==> config.mk <==
export PLATFORM = sky130hd
export DESIGN_NAME = packed_glyph_pixel_unpacker_core
export DESIGN_NICKNAME = d
export VERILOG_FILES = /design/src/pgpu_pkg.sv /design/src/packed_glyph_pixel_unpacker_core.sv /design/src/pgpu_unpack.sv /design/src/pgpu_out_stage.sv
export VERILOG_INCLUDE_DIRS = /design/src /design/src/src
export SDC_FILE = /design/constraint.sdc
export NUM_CORES = 1
export LEC_CHECK = 0
export ABC_AREA = 1
export BUFFER_PORTS_ARGS = -buffer_cell sky130_fd_sc_hd__buf_2
export CORE_MARGIN = 2
export CORE_UTILIZATION = 50
export DETAILED_ROUTE_END_ITERATION = 10
export PLACE_DENSITY = 0.7
export SLEW_MARGIN = 20
export SYNTH_ARGS = -nofsm -noshare
export SYNTH_HDL_FRONTEND = slang
export SYNTH_SLANG_ARGS = --single-unit
==> constraint.sdc <==
create_clock -name clk_i -period 10.35 [get_ports clk_i]
set_clock_uncertainty 0.05 [all_clocks]
set_input_delay 1.035 -clock clk_i [delete_from_list [all_inputs] [get_ports clk_i]]
set_output_delay 1.035 -clock clk_i [all_outputs]
set_load 0.01 [all_outputs]
==> src/packed_glyph_pixel_unpacker_core_macros.svh <==
// Assertion macros used by the glyph pixel unpacker sources (pgpu_unpack).
`ifndef PACKED_GLYPH_PIXEL_UNPACKER_CORE_MACROS_SVH
`define PACKED_GLYPH_PIXEL_UNPACKER_CORE_MACROS_SVH

`ifndef SYNTH
// Check outside of reset.
`define PGPU_ASSERT(lbl, clk, rstn, prop) \
  lbl: assert property (@(posedge clk) disable iff (!rstn) (prop)) \
    else $error("pgpu assertion failed");
// Check at every edge, reset included.
`define PGPU_ASSERT_ALWAYS(lbl, clk, prop) \
  lbl: assert property (@(posedge clk) (prop)) \
    else $error("pgpu assertion failed");
`else
`define PGPU_ASSERT(lbl, clk, rstn, prop)
`define PGPU_ASSERT_ALWAYS(lbl, clk, prop)
`endif

`endif

==> src/pgpu_pkg.sv <==
`default_nettype none

package pgpu_pkg;

  localparam int unsigned MaxGlyphDimDefault = 256;

  localparam int unsigned DataW    = 8;   // one bitmap byte
  localparam int unsigned PosW     = 8;   // pixel_col / pixel_row on the bus
  localparam int unsigned GrayW    = 8;
  localparam int unsigned DepthW   = 3;
  localparam int unsigned DimW     = 9;   // glyph_cols / glyph_rows registers
  localparam int unsigned CfgAddrW = 4;
  localparam int unsigned CfgDataW = 9;   // widest register
  localparam int unsigned BufW     = 15;  // 7 leftover bits + one byte
  localparam int unsigned LeftW    = 7;
  localparam int unsigned CntW     = 4;   // bit count in the buffer, up to 15
  localparam int unsigned OutDataW = GrayW + 2 * PosW;

  localparam logic [CntW-1:0] LeftMax  = CntW'(7);
  localparam logic [CntW-1:0] ByteBits = CntW'(8);
  localparam logic [GrayW-1:0] White   = 8'hFF;

  typedef enum logic [CfgAddrW-1:0] {
    CFG_DEPTH_CODE = 4'd0,
    CFG_NIBBLE     = 4'd1,
    CFG_COLS       = 4'd2,
    CFG_ROWS       = 4'd3
  } cfg_addr_e;

  // Unused codes above DEPTH_8 behave as 8 bits per pixel.
  typedef enum logic [DepthW-1:0] {
    DEPTH_1 = 3'd0,
    DEPTH_2 = 3'd1,
    DEPTH_3 = 3'd2,
    DEPTH_4 = 3'd3,
    DEPTH_8 = 3'd4
  } depth_e;

  typedef struct packed {
    logic [DepthW-1:0] depth_code;
    logic              nibble_aligned_three;
    logic [DimW-1:0]   glyph_cols;
    logic [DimW-1:0]   glyph_rows;
  } cfg_t;

  // Raw pixel from the unpack stage, before gray conversion.
  typedef struct packed {
    logic [DataW-1:0]  value;
    logic [DepthW-1:0] depth_code;
    logic [PosW-1:0]   col;
    logic [PosW-1:0]   row;
    logic              run_end;
    logic              glyph_end;
  } pix_t;

  function automatic logic [CntW-1:0] pix_bits(input logic [DepthW-1:0] depth);
    logic [CntW-1:0] b;
    case (depth)
      DEPTH_1: b = CntW'(1);
      DEPTH_2: b = CntW'(2);
      DEPTH_3: b = CntW'(3);
      DEPTH_4: b = CntW'(4);
      default: b = CntW'(8);
    endcase
    return b;
  endfunction

  // 255 - v*255/(2^bpp-1), v first masked to bpp bits.
  function automatic logic [GrayW-1:0] gray_of(input logic [DataW-1:0]  v,
                                               input logic [DepthW-1:0] depth);
    logic [GrayW-1:0] g;
    case (depth)
      DEPTH_1: g = v[0] ? 8'd0 : White;
      DEPTH_2: g = White - 8'({6'd0, v[1:0]} * 8'd85);
      DEPTH_3: begin
        case (v[2:0])
          3'd0:    g = 8'd255;
          3'd1:    g = 8'd219;
          3'd2:    g = 8'd183;
          3'd3:    g = 8'd146;
          3'd4:    g = 8'd110;
          3'd5:    g = 8'd73;
          3'd6:    g = 8'd37;
          default: g = 8'd0;
        endcase
      end
      DEPTH_4: g = White - 8'({4'd0, v[3:0]} * 8'h11);
      default: g = ~v;
    endcase
    return g;
  endfunction

endpackage

`default_nettype wire

==> src/packed_glyph_pixel_unpacker_core.sv <==
// Channel   Direction  Handshake                    Payload
// s_axis    in         s_axis_tvalid_i/tready_o     tdata: data_byte; tlast: final_byte
// m_axis    out        m_axis_tvalid_o/tready_i     tdata: gray, col, row; tlast: glyph_end;
//                                                   tuser: run_end
// cfg       in         cfg_valid_i/cfg_ready_o      cfg_addr_i: register, cfg_data_i: value
//
// The unpack stage emits the pixels of each accepted byte one at a time: 8 at 1 bpp,
// 4 at 2 bpp, 2 or 3 at 3 bpp, 2 at 4 bpp, 1 at 8 bpp, plus one tail pixel on a final
// byte that ends mid-pixel; its single extraction slot holds one byte at a time.
// A byte that yields nothing (zero size, glyph already complete) is accepted and dropped.
// The next byte is taken in the cycle the current byte's last pixel leaves the
// unpack stage; a stalled m_axis holds the result register and backs up s_axis.
// Reset clears the configuration, the stream position and both valid flags.
`default_nettype none

module packed_glyph_pixel_unpacker_core
  import pgpu_pkg::*;
#(
  parameter int unsigned MaxGlyphDim = MaxGlyphDimDefault
) (
  input  wire logic                clk_i,
  input  wire logic                rst_ni,
  // bitmap bytes
  input  wire logic                s_axis_tvalid_i,
  output logic                     s_axis_tready_o,
  input  wire logic [DataW-1:0]    s_axis_tdata_i,   // [7:0] data_byte
  input  wire logic                s_axis_tlast_i,   // final_byte
  // pixels
  output logic                     m_axis_tvalid_o,
  input  wire logic                m_axis_tready_i,
  output logic [OutDataW-1:0]      m_axis_tdata_o,   // [7:0] gray_level, [15:8] pixel_col,
                                                     // [23:16] pixel_row
  output logic                     m_axis_tlast_o,   // glyph_end
  output logic                     m_axis_tuser_o,   // run_end
  // register writes
  input  wire logic                cfg_valid_i,
  output logic                     cfg_ready_o,
  input  wire logic [CfgAddrW-1:0] cfg_addr_i,
  input  wire logic [CfgDataW-1:0] cfg_data_i
);

  cfg_t  cfg_q, cfg_d;
  logic  cfg_fire, cfg_clear;
  logic  pix_valid, pix_ready;
  pix_t  pix;

  // Registers are always writable; the user, not the block, must keep it idle whenever one is written.
  assign cfg_ready_o = 1'b1;
  assign cfg_fire    = cfg_valid_i && cfg_ready_o;

  // Decode the write; any known register also restarts the glyph stream.
  always_comb begin
    cfg_d     = cfg_q;
    cfg_clear = 1'b0;
    if (cfg_fire) begin
      unique case (cfg_addr_i)
        CFG_DEPTH_CODE: begin
          cfg_d.depth_code = cfg_data_i[DepthW-1:0];
          cfg_clear        = 1'b1;
        end
        CFG_NIBBLE: begin
          cfg_d.nibble_aligned_three = cfg_data_i[0];
          cfg_clear                  = 1'b1;
        end
        CFG_COLS: begin
          cfg_d.glyph_cols = cfg_data_i[DimW-1:0];
          cfg_clear        = 1'b1;
        end
        CFG_ROWS: begin
          cfg_d.glyph_rows = cfg_data_i[DimW-1:0];
          cfg_clear        = 1'b1;
        end
        default: begin
          // Drop writes to unknown registers.
          cfg_clear = 1'b0;
        end
      endcase
    end
  end

  always_ff @(posedge clk_i or negedge rst_ni) begin
    if (!rst_ni) begin
      cfg_q <= '0;
    end else begin
      cfg_q <= cfg_d;
    end
  end

  // Unpack stage: holds one byte plus leftover bits, emits one pixel a cycle while the result register can take it.
  pgpu_unpack #(
    .MaxGlyphDim (MaxGlyphDim)
  ) u_unpack (
    .clk_i       (clk_i),
    .rst_ni      (rst_ni),
    .cfg_i       (cfg_q),
    .cfg_clear_i (cfg_clear),
    .in_valid_i  (s_axis_tvalid_i),
    .in_ready_o  (s_axis_tready_o),
    .in_byte_i   (s_axis_tdata_i),
    .in_final_i  (s_axis_tlast_i),
    .pix_valid_o (pix_valid),
    .pix_ready_i (pix_ready),
    .pix_o       (pix)
  );

  // Result register: gray conversion and the m_axis beat.
  pgpu_out_stage u_out (
    .clk_i       (clk_i),
    .rst_ni      (rst_ni),
    .pix_valid_i (pix_valid),
    .pix_ready_o (pix_ready),
    .pix_i       (pix),
    .out_valid_o (m_axis_tvalid_o),
    .out_ready_i (m_axis_tready_i),
    .out_data_o  (m_axis_tdata_o),
    .out_last_o  (m_axis_tlast_o),
    .out_user_o  (m_axis_tuser_o)
  );

endmodule

`default_nettype wire

==> src/pgpu_unpack.sv <==
`default_nettype none
`include "packed_glyph_pixel_unpacker_core_macros.svh"

module pgpu_unpack
  import pgpu_pkg::*;
#(
  parameter int unsigned MaxGlyphDim = MaxGlyphDimDefault
) (
  input  wire logic             clk_i,
  input  wire logic             rst_ni,
  input  wire cfg_t             cfg_i,
  input  wire logic             cfg_clear_i,
  input  wire logic             in_valid_i,
  output logic                  in_ready_o,
  input  wire logic [DataW-1:0] in_byte_i,
  input  wire logic             in_final_i,
  output logic                  pix_valid_o,
  input  wire logic             pix_ready_i,
  output pix_t                  pix_o
);

  // Dimension registers are 9 bits wide, so a clamp above 511 never bites.
  localparam int unsigned DimClamp = (MaxGlyphDim > 511) ? 511 : MaxGlyphDim;
  localparam int unsigned ColCntW  = (DimClamp > 1) ? $clog2(DimClamp) : 1;
  localparam int unsigned RowCntW  = $clog2(DimClamp + 1);
  localparam int unsigned CmpW     = DimW + 1;
  localparam logic [DimW-1:0] DimMax = DimW'(DimClamp);

  logic               busy_q, busy_d;
  logic               fin_q, fin_d;
  logic               cmp_q, cmp_d;
  logic [BufW-1:0]    buf_q, buf_d;
  logic [CntW-1:0]    cnt_q, cnt_d;
  logic [ColCntW-1:0] col_q, col_d;
  logic [RowCntW-1:0] row_q, row_d;

  logic [DimW-1:0]  cols, rows;
  logic [CntW-1:0]  rb;
  logic             emit, whole, more, last, item_end;
  logic [CntW-1:0]  sh_whole, sh_tail, cnt_post;
  logic [BufW-1:0]  whole_raw;
  logic [DataW-1:0] rb_mask, whole_v, tail_v;
  logic [LeftW-1:0] tail_mask;
  logic [CmpW-1:0]  col_nx, row_nx;
  logic             col_wrap, cmp_e;

  // Settled stream state after this cycle's pixel.
  logic               cmp_s;
  logic [CntW-1:0]    cnt_s;
  logic [ColCntW-1:0] col_s;
  logic [RowCntW-1:0] row_s;
  logic               in_fire, skip;
  logic [LeftW-1:0]   left_mask;

  always_comb begin
    cols = (cfg_i.glyph_cols > DimMax) ? DimMax : cfg_i.glyph_cols;
    rows = (cfg_i.glyph_rows > DimMax) ? DimMax : cfg_i.glyph_rows;
    rb   = (cfg_i.depth_code == DEPTH_3 && cfg_i.nibble_aligned_three) ?
           CntW'(4) : pix_bits(cfg_i.depth_code);
  end

  // Pixel extraction: a whole pixel from the top of the buffer, or the
  // zero-padded tail of a final byte.
  always_comb begin
    emit      = busy_q && pix_ready_i;
    whole     = cnt_q >= rb;
    sh_whole  = cnt_q - rb;
    whole_raw = buf_q >> sh_whole;
    rb_mask   = DataW'((9'd1 << rb) - 9'd1);
    whole_v   = whole_raw[DataW-1:0] & rb_mask;
    tail_mask = LeftW'((8'd1 << cnt_q[2:0]) - 8'd1);
    sh_tail   = rb - cnt_q;
    tail_v    = DataW'({1'b0, buf_q[LeftW-1:0] & tail_mask} << sh_tail);
    cnt_post  = whole ? (cnt_q - rb) : '0;

    col_nx   = CmpW'(col_q) + CmpW'(1);
    row_nx   = CmpW'(row_q) + CmpW'(1);
    col_wrap = col_nx >= CmpW'(cols);
    cmp_e    = col_wrap && (row_nx >= CmpW'(rows));

    more     = (cnt_post >= rb) || (fin_q && (cnt_post != '0));
    last     = !more || cmp_e;
    item_end = emit && last;
  end

  always_comb begin
    cmp_s = cmp_q;
    cnt_s = cnt_q;
    col_s = col_q;
    row_s = row_q;
    if (emit) begin
      col_s = col_wrap ? '0 : ColCntW'(col_nx);
      row_s = col_wrap ? RowCntW'(row_nx) : row_q;
      cmp_s = cmp_e;
      cnt_s = cnt_post;
      if (last && (fin_q || cmp_e)) begin
        cnt_s = '0;
      end
      if (last && fin_q) begin
        col_s = '0;
        row_s = '0;
        cmp_s = 1'b0;
      end
    end
  end

  assign in_ready_o = !busy_q || item_end;

  always_comb begin
    in_fire   = in_valid_i && in_ready_o;
    skip      = (cols == '0) || (rows == '0) || cmp_s;
    left_mask = LeftW'((8'd1 << cnt_s[2:0]) - 8'd1);

    busy_d = busy_q && !item_end;
    fin_d  = fin_q;
    buf_d  = buf_q;
    cnt_d  = cnt_s;
    col_d  = col_s;
    row_d  = row_s;
    cmp_d  = cmp_s;

    if (cfg_clear_i) begin
      busy_d = 1'b0;
      cnt_d  = '0;
      col_d  = '0;
      row_d  = '0;
      cmp_d  = 1'b0;
    end else if (in_fire) begin
      if (skip) begin
        // Nothing to emit; a final byte still restarts the glyph.
        if (in_final_i) begin
          cnt_d = '0;
          col_d = '0;
          row_d = '0;
          cmp_d = 1'b0;
        end
      end else begin
        busy_d = 1'b1;
        fin_d  = in_final_i;
        buf_d  = {buf_q[LeftW-1:0] & left_mask, in_byte_i};
        cnt_d  = cnt_s + ByteBits;
      end
    end
  end

  always_ff @(posedge clk_i or negedge rst_ni) begin
    if (!rst_ni) begin
      busy_q <= 1'b0;
      fin_q  <= 1'b0;
      cmp_q  <= 1'b0;
      cnt_q  <= '0;
      col_q  <= '0;
      row_q  <= '0;
    end else begin
      busy_q <= busy_d;
      fin_q  <= fin_d;
      cmp_q  <= cmp_d;
      cnt_q  <= cnt_d;
      col_q  <= col_d;
      row_q  <= row_d;
    end
  end

  // Leftover bits are meaningful only below cnt_q; no reset needed.
  always_ff @(posedge clk_i) begin
    buf_q <= buf_d;
  end

  always_comb begin
    pix_valid_o      = busy_q;
    pix_o.value      = whole ? whole_v : tail_v;
    pix_o.depth_code = cfg_i.depth_code;
    pix_o.col        = PosW'(col_q);
    pix_o.row        = PosW'(row_q);
    pix_o.run_end    = last;
    pix_o.glyph_end  = cmp_e;
  end

  `PGPU_ASSERT_ALWAYS(a_idle_leftover_short, clk_i, (!busy_q |-> (cnt_q <= LeftMax)))
  `PGPU_ASSERT_ALWAYS(a_busy_not_complete, clk_i, (busy_q |-> !cmp_q))
  `PGPU_ASSERT_ALWAYS(a_complete_at_col0, clk_i, (cmp_q |-> (col_q == '0)))
  `PGPU_ASSERT(a_tail_only_final, clk_i, rst_ni, ((busy_q && !whole) |-> (fin_q && (cnt_q != '0))))

endmodule

`default_nettype wire

==> src/pgpu_out_stage.sv <==
`default_nettype none

module pgpu_out_stage
  import pgpu_pkg::*;
(
  input  wire logic                clk_i,
  input  wire logic                rst_ni,
  input  wire logic                pix_valid_i,
  output logic                     pix_ready_o,
  input  wire pix_t                pix_i,
  output logic                     out_valid_o,
  input  wire logic                out_ready_i,
  output logic [OutDataW-1:0]      out_data_o,
  output logic                     out_last_o,
  output logic                     out_user_o
);

  logic                valid_q, valid_d;
  logic [GrayW-1:0]    gray_q;
  logic [PosW-1:0]     col_q, row_q;
  logic                run_q, end_q;
  logic                load;

  assign pix_ready_o = !valid_q || out_ready_i;
  assign load        = pix_valid_i && pix_ready_o;

  always_comb begin
    valid_d = valid_q;
    if (load) begin
      valid_d = 1'b1;
    end else if (out_ready_i) begin
      valid_d = 1'b0;
    end
  end

  always_ff @(posedge clk_i or negedge rst_ni) begin
    if (!rst_ni) begin
      valid_q <= 1'b0;
    end else begin
      valid_q <= valid_d;
    end
  end

  // Convert to gray on the way into the result register.
  always_ff @(posedge clk_i) begin
    if (load) begin
      gray_q <= gray_of(pix_i.value, pix_i.depth_code);
      col_q  <= pix_i.col;
      row_q  <= pix_i.row;
      run_q  <= pix_i.run_end;
      end_q  <= pix_i.glyph_end;
    end
  end

  assign out_valid_o = valid_q;
  assign out_data_o  = {row_q, col_q, gray_q};
  assign out_last_o  = end_q;
  assign out_user_o  = run_q;

endmodule

`default_nettype wire
==> impl_metrics.json, run 1 <==
{
  "run_status": "finished clean",
  "critical_path.endpoint": "s_axis_tready_o",
  "worst_hold_slack_ns": 0.4700,
  "asyncSetResetFlopFracSynth": 0.5341,
  "clk_latency_ns": 0.36,
  "yosys_warnings": 0,
  "core.rowCount": 39,
  "clock-root-buffer": "sky130_fd_sc_hd__clkbuf_16",
  "worst_setup_path_start_kind": "register",
  "seq_area_frac_synth": 0.4073,
  "r2r_end": "u_unpack.buf_q[14]$_DFFE_PP_",
  "post-route-drc-count": 0,
  "grt_pass1_vias": 5158,
  "gr-usage-met1": 0.3089,
  "yosysTopAreaCellShare": 0.2083,
  "worst_setup_path_end_kind": "output port",
  "post_dp_cell_area_mm2": 0.006275,
  "top_level_ports": 56,
  "post_cts_resize_count": 0,
  "synth_top_cells_by_area": "sky130_fd_sc_hd__edfxtp_1 21%, sky130_fd_sc_hd__dfrtp_1 20%, sky130_fd_sc_hd__nand2_1 12%",
  "period_share": 0.5458,
  "placed_cells_incl_taps": 946,
  "clkTransAtPathRegs_ns": 0.07,
  "detail-route-antenna-nets": 0,
  "dp_hpwl_mm": 11.29,
  "tritoncts": "done",
  "ir_worst_vdd_v": 0.0001939,
  "comb_power_share": 0.576,
  "drt_first_pass_iters": 5,
  "grt_pass1_wl_mm": 24.70,
  "drt-wirelength-per-cell_um": 15.49,
  "worst_max_slew_margin_expressed_relative_to_the_limit": 0.4886,
  "critical_path_class": "register to output port",
  "worst_slack_ns": 4.701,
  "ys_ff_latch": 88,
  "netSwitchingPower_mw": 1.142,
  "postRouteWirelength_mm": 14.90,
  "fp.dieW_um": 112.7,
  "syn-instance-count": 766,
  "setup.reg_to_reg.worst_slack_ns": 5.17,
  "clock_power_share": 0.151,
  "cellLeakagePower_nw": 3.237,
  "dieArea_mm2": 0.01271,
  "report.final.hold_viol_count": 0,
  "arrival_time_reported_for_the_critical_path_endpoint_ns": 4.56,
  "die_h_um": 112.7,
  "setup_tns_ns": 0,
  "avgViaCountPerCell": 5.526,
  "cts_hold_repair.buffers": 0,
  "timing.final.crit_period_ns": 5.649,
  "final_net_count": 873,
  "track_usage": 0.2450,
  "holdCritStartpoint": "cfg_q[12]$_DFFE_PN0P_",
  "area_delta_synth_final_pct": 11.77,
  "power_per_unit_of_standard_cell_area_mw_per_mm2": 351.7,
  "timing.final.setup_violations": 0,
  "via_count": 5316,
  "syn-mean-instance-area_um2": 7.716,
  "detailedPlace.worstSlack_ns": 5.127,
  "post-synth-top-area-cell": "sky130_fd_sc_hd__edfxtp_1",
  "gr_met3_demand_resource": 0.05678,
  "synth.distinct_cells": 49,
  "internal_power_mw": 1.182,
  "worst-path-max-fanout": 26,
  "synth_ff_type": "sky130_fd_sc_hd__dfrtp_1",
  "cts-buffers-inserted": 9,
  "sw_frac_of_total": 0.4915,
  "startpoint_of_the_lowest_slack_register_to_register_path": "cfg_q[21]$_DFFE_PN0P_",
  "r2r.worst_path.cells": 25,
  "synth_enable_flop_cells": 41,
  "finalInstanceArea_mm2": 0.006606,
  "detail_route.iter0.violations": 356,
  "layoutNonFillerInstCount": 962,
  "syn_area_mm2": 0.005911,
  "globalRoute.totalOverflow": 0,
  "rsz0062_at_grt": "false",
  "antenna_found_initial": 0,
  "ys_top_cells_by_count": "188 x sky130_fd_sc_hd__nand2_1, 96 x sky130_fd_sc_hd__inv_1, 89 x sky130_fd_sc_hd__o21ai_0",
  "grt_util_met2": 0.4228,
  "initial_utilization": 0.5154,
  "cts.sinks": 88,
  "worst_hold_path.num_cells": 2,
  "holdCritPathClass": "register to register",
  "grt_start_max_net_pins": 50,
  "tightest_slew_ns": 0.7671,
  "htree_levels": 3,
  "gp_routability_congestion": 0.9313,
  "critPathRequiredTime_ns": 9.27,
  "grt.busiest_layer": "met2",
  "crit_path_start": "cfg_q[21]$_DFFE_PN0P_",
  "drive_above_1_share": 0.1270,
  "timing.max_cap.violations": 0,
  "cts_setup_buffers": 0,
  "area_of_the_core_mm2": 0.01147,
  "max_freq_ghz": 0.1770,
  "yosys.cell_count.top_type": "sky130_fd_sc_hd__nand2_1",
  "numPortBuffers": 54,
  "report.final.slew_viol_count": 0,
  "antennaDiodeCount": 0,
  "clockBufferDepth": 2,
  "seqPwrFrac": 0.274
}
[power by group through the flow]
| stage | clock network (mW) | registers (mW) | logic [mW] |
|---|---|---|---|
| 3_5_place_dp | 0 | 0.642 | 1.32 |
| 6_report | 0.350 | 0.636 | 1.34 |
| 4_1_cts | 0.356 | 0.636 | 1.33 |
| 2_1_floorplan | 0 | 0.639 | 0.981 |
| 3_3_place_gp | 0 | 0.638 | 1.30 |
| 5_1_grt | 0.373 | 0.651 | 1.52 |
[layout make-up]
cell class,count,area (um^2)
tap,143,178.9
timing repair buffer,56,287.8
clock buffer,13,302.8
inverter,107,404.1
fill,1061,4861
sequential,88,2407
multi-input combinational,552,2999
clock inverter,3,26.28
[state kept, by name, summed over array words and instances (netlist names)]
name,flops
cfg_q,22
u_out.col_q,8
u_out.gray_q,8
u_out.out_last_o,1
u_out.out_user_o,1
u_out.out_valid_o,1
u_out.row_q,8
u_unpack.buf_q,15
u_unpack.cmp_q,1
u_unpack.cnt_q,4
u_unpack.col_q,8
u_unpack.fin_q,1
u_unpack.pix_valid_o,1
u_unpack.row_q,9
[kinds of logic after synthesis]
logic type               after synthesis  share of synthesized area
AO/OA/AOI/OAI                        147                     0.1406
XOR/XNOR                              19                    0.02815
adder cells (fa/ha/maj)               32                    0.07028
buffers and inverters                127                    0.08595
flip-flops                            88                     0.4073
multiplexers                           2                   0.003387
other                                  1                  0.0006344
AND/OR/NAND/NOR                      350                     0.2638
[placed cells by master (no fill, tap or decap), drive strengths merged, types with 13 or more instances in the layout]
master	n
clkbuf	13
xor2	17
inv	106
nand4	13
nand2	194
nor3	16
dfrtp	47
ha	30
nand3	52
o21ai	90
nor2	64
edfxtp	41
a21oi	32
buf	56
[per-layer routing]
metal	routed length, um	part of all wire
met2	7551	0.51
met1	6325	0.42
met4	267	0.018
met5	0	0
met3	759	0.051
[metrics by stage]
stage / utilization / power (mW)
floorplan: - / 1.619
CTS: 0.5759 / 2.320
finish: 0.5761 / 2.324
global placement: 0.5472 / 1.933
detailed placement: 0.5472 / 1.961
global route: 0.5761 / 2.541
[worst min-delay path by stage]
stage                                     to  slack (ns)
floorplan               cfg_q[8]$_DFFE_PN0P_        0.42
global placement        cfg_q[8]$_DFFE_PN0P_        0.45
detailed placement      cfg_q[8]$_DFFE_PN0P_        0.46
CTS                     cfg_q[9]$_DFFE_PN0P_        0.48
global route        u_out.col_q[1]$_DFFE_PP_        0.51
finish                 cfg_q[12]$_DFFE_PN0P_        0.47
[critical path, cell delays in order (launching register included)]
cell	delay, ns
sky130_fd_sc_hd__dfrtp_1	0.54
sky130_fd_sc_hd__nor2_4	0.21
sky130_fd_sc_hd__nand3_1	0.14
sky130_fd_sc_hd__nand2_1	0.13
sky130_fd_sc_hd__inv_1	0.07
sky130_fd_sc_hd__ha_1	0.78
sky130_fd_sc_hd__inv_2	0.28
sky130_fd_sc_hd__o21ai_0	0.23
sky130_fd_sc_hd__inv_1	0.05
sky130_fd_sc_hd__nand2_1	0.06
sky130_fd_sc_hd__nand2_1	0.06
sky130_fd_sc_hd__nand2_2	0.24
sky130_fd_sc_hd__clkinv_1	0.31
sky130_fd_sc_hd__nor2_1	0.16
sky130_fd_sc_hd__ha_1	0.24
sky130_fd_sc_hd__nand2_1	0.06
sky130_fd_sc_hd__nand2_1	0.05
sky130_fd_sc_hd__nand2_1	0.11
sky130_fd_sc_hd__nand2_2	0.08
sky130_fd_sc_hd__nand2_4	0.08
sky130_fd_sc_hd__nand2_4	0.06
sky130_fd_sc_hd__nand2_1	0.11
sky130_fd_sc_hd__buf_2	0.15
Note: power is estimated with default switching activity, not from simulation.
==> run 2, diff against run 1 <==
Settings changed: PLACE_DENSITY 0.7 to 0.73.
Clock period 10.35 ns to 4.68 ns, I/O delays scaled along.
==> impl_metrics.json, run 2 (synthesized netlist as in run 1, its figures left out) <==
{
  "worst_slack_ns": 0.4053,
  "globalRoute.totalOverflow": 0,
  "clkTransAtPathRegs_ns": 0.07,
  "dieArea_mm2": 0.01271,
  "detailedPlace.worstSlack_ns": 0.2871,
  "worst_max_slew_margin_expressed_relative_to_the_limit": 0.4280,
  "arrival_time_reported_for_the_critical_path_endpoint_ns": 4.32,
  "numPortBuffers": 54,
  "core.rowCount": 39,
  "layout.cells.most_common": "sky130_fd_sc_hd__nand2_1",
  "largest_registers": "cfg_q: 22 flops, u_unpack.buf_q: 15 flops, u_unpack.row_q: 9 flops",
  "drive_above_1_share": 0.1377,
  "report.final.hold_viol_count": 0,
  "antennaDiodeCount": 0,
  "max_freq_ghz": 0.2339,
  "mostFrequentLayoutCells": "187 x sky130_fd_sc_hd__nand2_1, 96 x sky130_fd_sc_hd__inv_1, 89 x sky130_fd_sc_hd__o21ai_0",
  "maxUsedRoutingLayer": "met4",
  "run_status": "finished clean",
  "die_h_um": 112.7,
  "top_level_ports": 56,
  "track_usage": 0.2403,
  "clock-root-buffer": "sky130_fd_sc_hd__clkbuf_16",
  "detail_route.iter0.violations": 390,
  "tightest_slew_ns": 0.8571,
  "tritoncts": "done",
  "timing.final.crit_period_ns": 4.275,
  "detail-route-antenna-nets": 0,
  "via_count": 5373,
  "initial_utilization": 0.5154,
  "cts_hold_repair.buffers": 0,
  "clock_power_share": 0.139,
  "worst_setup_path_end_kind": "register",
  "ir_worst_vdd_v": 0.0003189,
  "cts.sinks": 88,
  "clk_latency_ns": 0.34,
  "timing.final.setup_violations": 0,
  "worst_setup_path_start_kind": "register",
  "cellLeakagePower_nw": 3.247,
  "dp_hpwl_mm": 11.23,
  "timing.max_cap.violations": 0,
  "gp_routability_congestion": 0.9616,
  "avgViaCountPerCell": 5.533,
  "antenna_found_initial": 0,
  "area_of_the_core_mm2": 0.01147,
  "comb_power_share": 0.589,
  "area_delta_synth_final_pct": 12.62,
  "period_share": 0.9134,
  "grt_start_max_net_pins": 48,
  "holdCritPathClass": "input port to asynchronous set/reset pin",
  "internal_power_mw": 2.628,
  "sw_frac_of_total": 0.4903,
  "worst-path-max-fanout": 6,
  "wirelength_met1_mm": 6.150,
  "htree_levels": 3,
  "dr_wl_met2_mm": 7.277,
  "largest_register": "cfg_q",
  "critPathRequiredTime_ns": 4.73,
  "clockBufferDepth": 2,
  "total_power_mw": 5.156,
  "fp.dieW_um": 112.7,
  "report.final.slew_viol_count": 0,
  "critical_path_class": "register to register",
  "grt_pass1_wl_mm": 24.84,
  "drt_first_pass_iters": 5,
  "cts-buffers-inserted": 9,
  "postRouteWirelength_mm": 14.58,
  "power_per_unit_of_standard_cell_area_mw_per_mm2": 774.7,
  "drt-wirelength-per-cell_um": 15.01,
  "wl_met3_um": 725,
  "netSwitchingPower_mw": 2.528,
  "largest_reg_flops": 22,
  "grt_pass1_vias": 5350,
  "final_net_count": 882,
  "post-route-drc-count": 0,
  "seqPwrFrac": 0.272
}
-- run 2: cell types whose count changed in the layout (fill, tap and decap cells not counted), sizes merged --
cell,change
clkinv,+1
clkinvlp,+4
clkbuf,-4
inv,-2
buf,+9
bufinv,+1
-- run 2: area by class of cell --
class / count / area, um^2
fillers: 1034 / 4811
multi-input cells: 552 / 3012
flip-flops and latches: 88 / 2409
inverters: 107 / 404.1
repair buffers: 65 / 355.3
clock buffers: 9 / 225.2
well taps: 143 / 178.9
clock inverters: 7 / 72.57
-- run 2: layer usage --
metal,GRT usage,vias to the layer above
met4,0.1098,0
met3,0.03428,36
met2,0.4088,179
li1,-,2672
met1,0.3047,2486
met5,0,-
-- run 2: power by group through the flow --
stage                     Sequential (mW)  Clock, mW  Combinational, mW
after floorplan                      1.41          0               2.17
after global placement               1.41          0               2.92
after detailed placement             1.42          0               2.97
after CTS                            1.41      0.728               2.99
after global routing                 1.44      0.762               3.46
final                                1.40      0.719               3.04
-- run 2: metrics by stage --
step                cell area, um^2  cells    TNS (ns)  hold slack (ns)    util
floorplan                      5914    767           0           0.1224       -
global placement               6320    952           0           0.4448  0.5511
detailed placement             6320    952           0           0.4469  0.5511
CTS                            6618    968           0           0.2433  0.5771
global route                   6656    971  -0.0004716           0.1260  0.5805
finish                         6656    971           0          0.07141  0.5805
-- run 2: critical path: stages, from the launching register on --
cell                      delay [ns]
sky130_fd_sc_hd__dfrtp_2        0.45
sky130_fd_sc_hd__nor2_4         0.16
sky130_fd_sc_hd__nand2_1        0.13
sky130_fd_sc_hd__nor2_1         0.16
sky130_fd_sc_hd__nor2_1         0.07
sky130_fd_sc_hd__buf_4          0.17
sky130_fd_sc_hd__fa_1           0.43
sky130_fd_sc_hd__nand2_1        0.07
sky130_fd_sc_hd__o21ai_0        0.08
sky130_fd_sc_hd__inv_1          0.07
sky130_fd_sc_hd__nand2_1        0.05
sky130_fd_sc_hd__nand2_1        0.07
sky130_fd_sc_hd__nand2_2        0.09
sky130_fd_sc_hd__nand2_1        0.13
sky130_fd_sc_hd__inv_1          0.07
sky130_fd_sc_hd__ha_1           0.29
sky130_fd_sc_hd__nand4_1        0.09
sky130_fd_sc_hd__nand2_1        0.09
sky130_fd_sc_hd__a21oi_4        0.14
sky130_fd_sc_hd__nand3_2        0.11
sky130_fd_sc_hd__nand3_1        0.09
sky130_fd_sc_hd__nand2_1        0.18
sky130_fd_sc_hd__inv_1          0.16
sky130_fd_sc_hd__nand3_1        0.11
sky130_fd_sc_hd__ha_1           0.28
sky130_fd_sc_hd__o21ai_0        0.18
sky130_fd_sc_hd__nor2_1         0.06
-- run 2: repair_timing --
item / CTS / global route
setup endpoints to repair: 0 / 10
gates resized for setup: 0 / 4
setup buffers: 0 / 3
endpoints found under the hold margin: 0 / 0
-- run 2: worst paths after layout --
| check | startpoint | end | slack (ns) | depth (start not counted) |
|---|---|---|---|---|
| worst min-delay path | rst_ni | cfg_q[16]$_DFFE_PN0P_ | 0.07 | 1 |
| min in group clk_i | s_axis_tdata_i[7] | u_unpack.buf_q[7]$_DFFE_PP_ | 0.25 | 1 |
| worst min register to register | cfg_q[8]$_DFFE_PN0P_ | cfg_q[8]$_DFFE_PN0P_ | 0.46 | 2 |
| max in group asynchronous | rst_ni | cfg_q[21]$_DFFE_PN0P_ | 4.07 | 1 |
| worst max register to register | cfg_q[21]$_DFFE_PN0P_ | u_unpack.buf_q[14]$_DFFE_PP_ | 0.41 | 26 |
| worst max-delay path | cfg_q[21]$_DFFE_PN0P_ | u_unpack.buf_q[14]$_DFFE_PP_ | 0.41 | 26 |
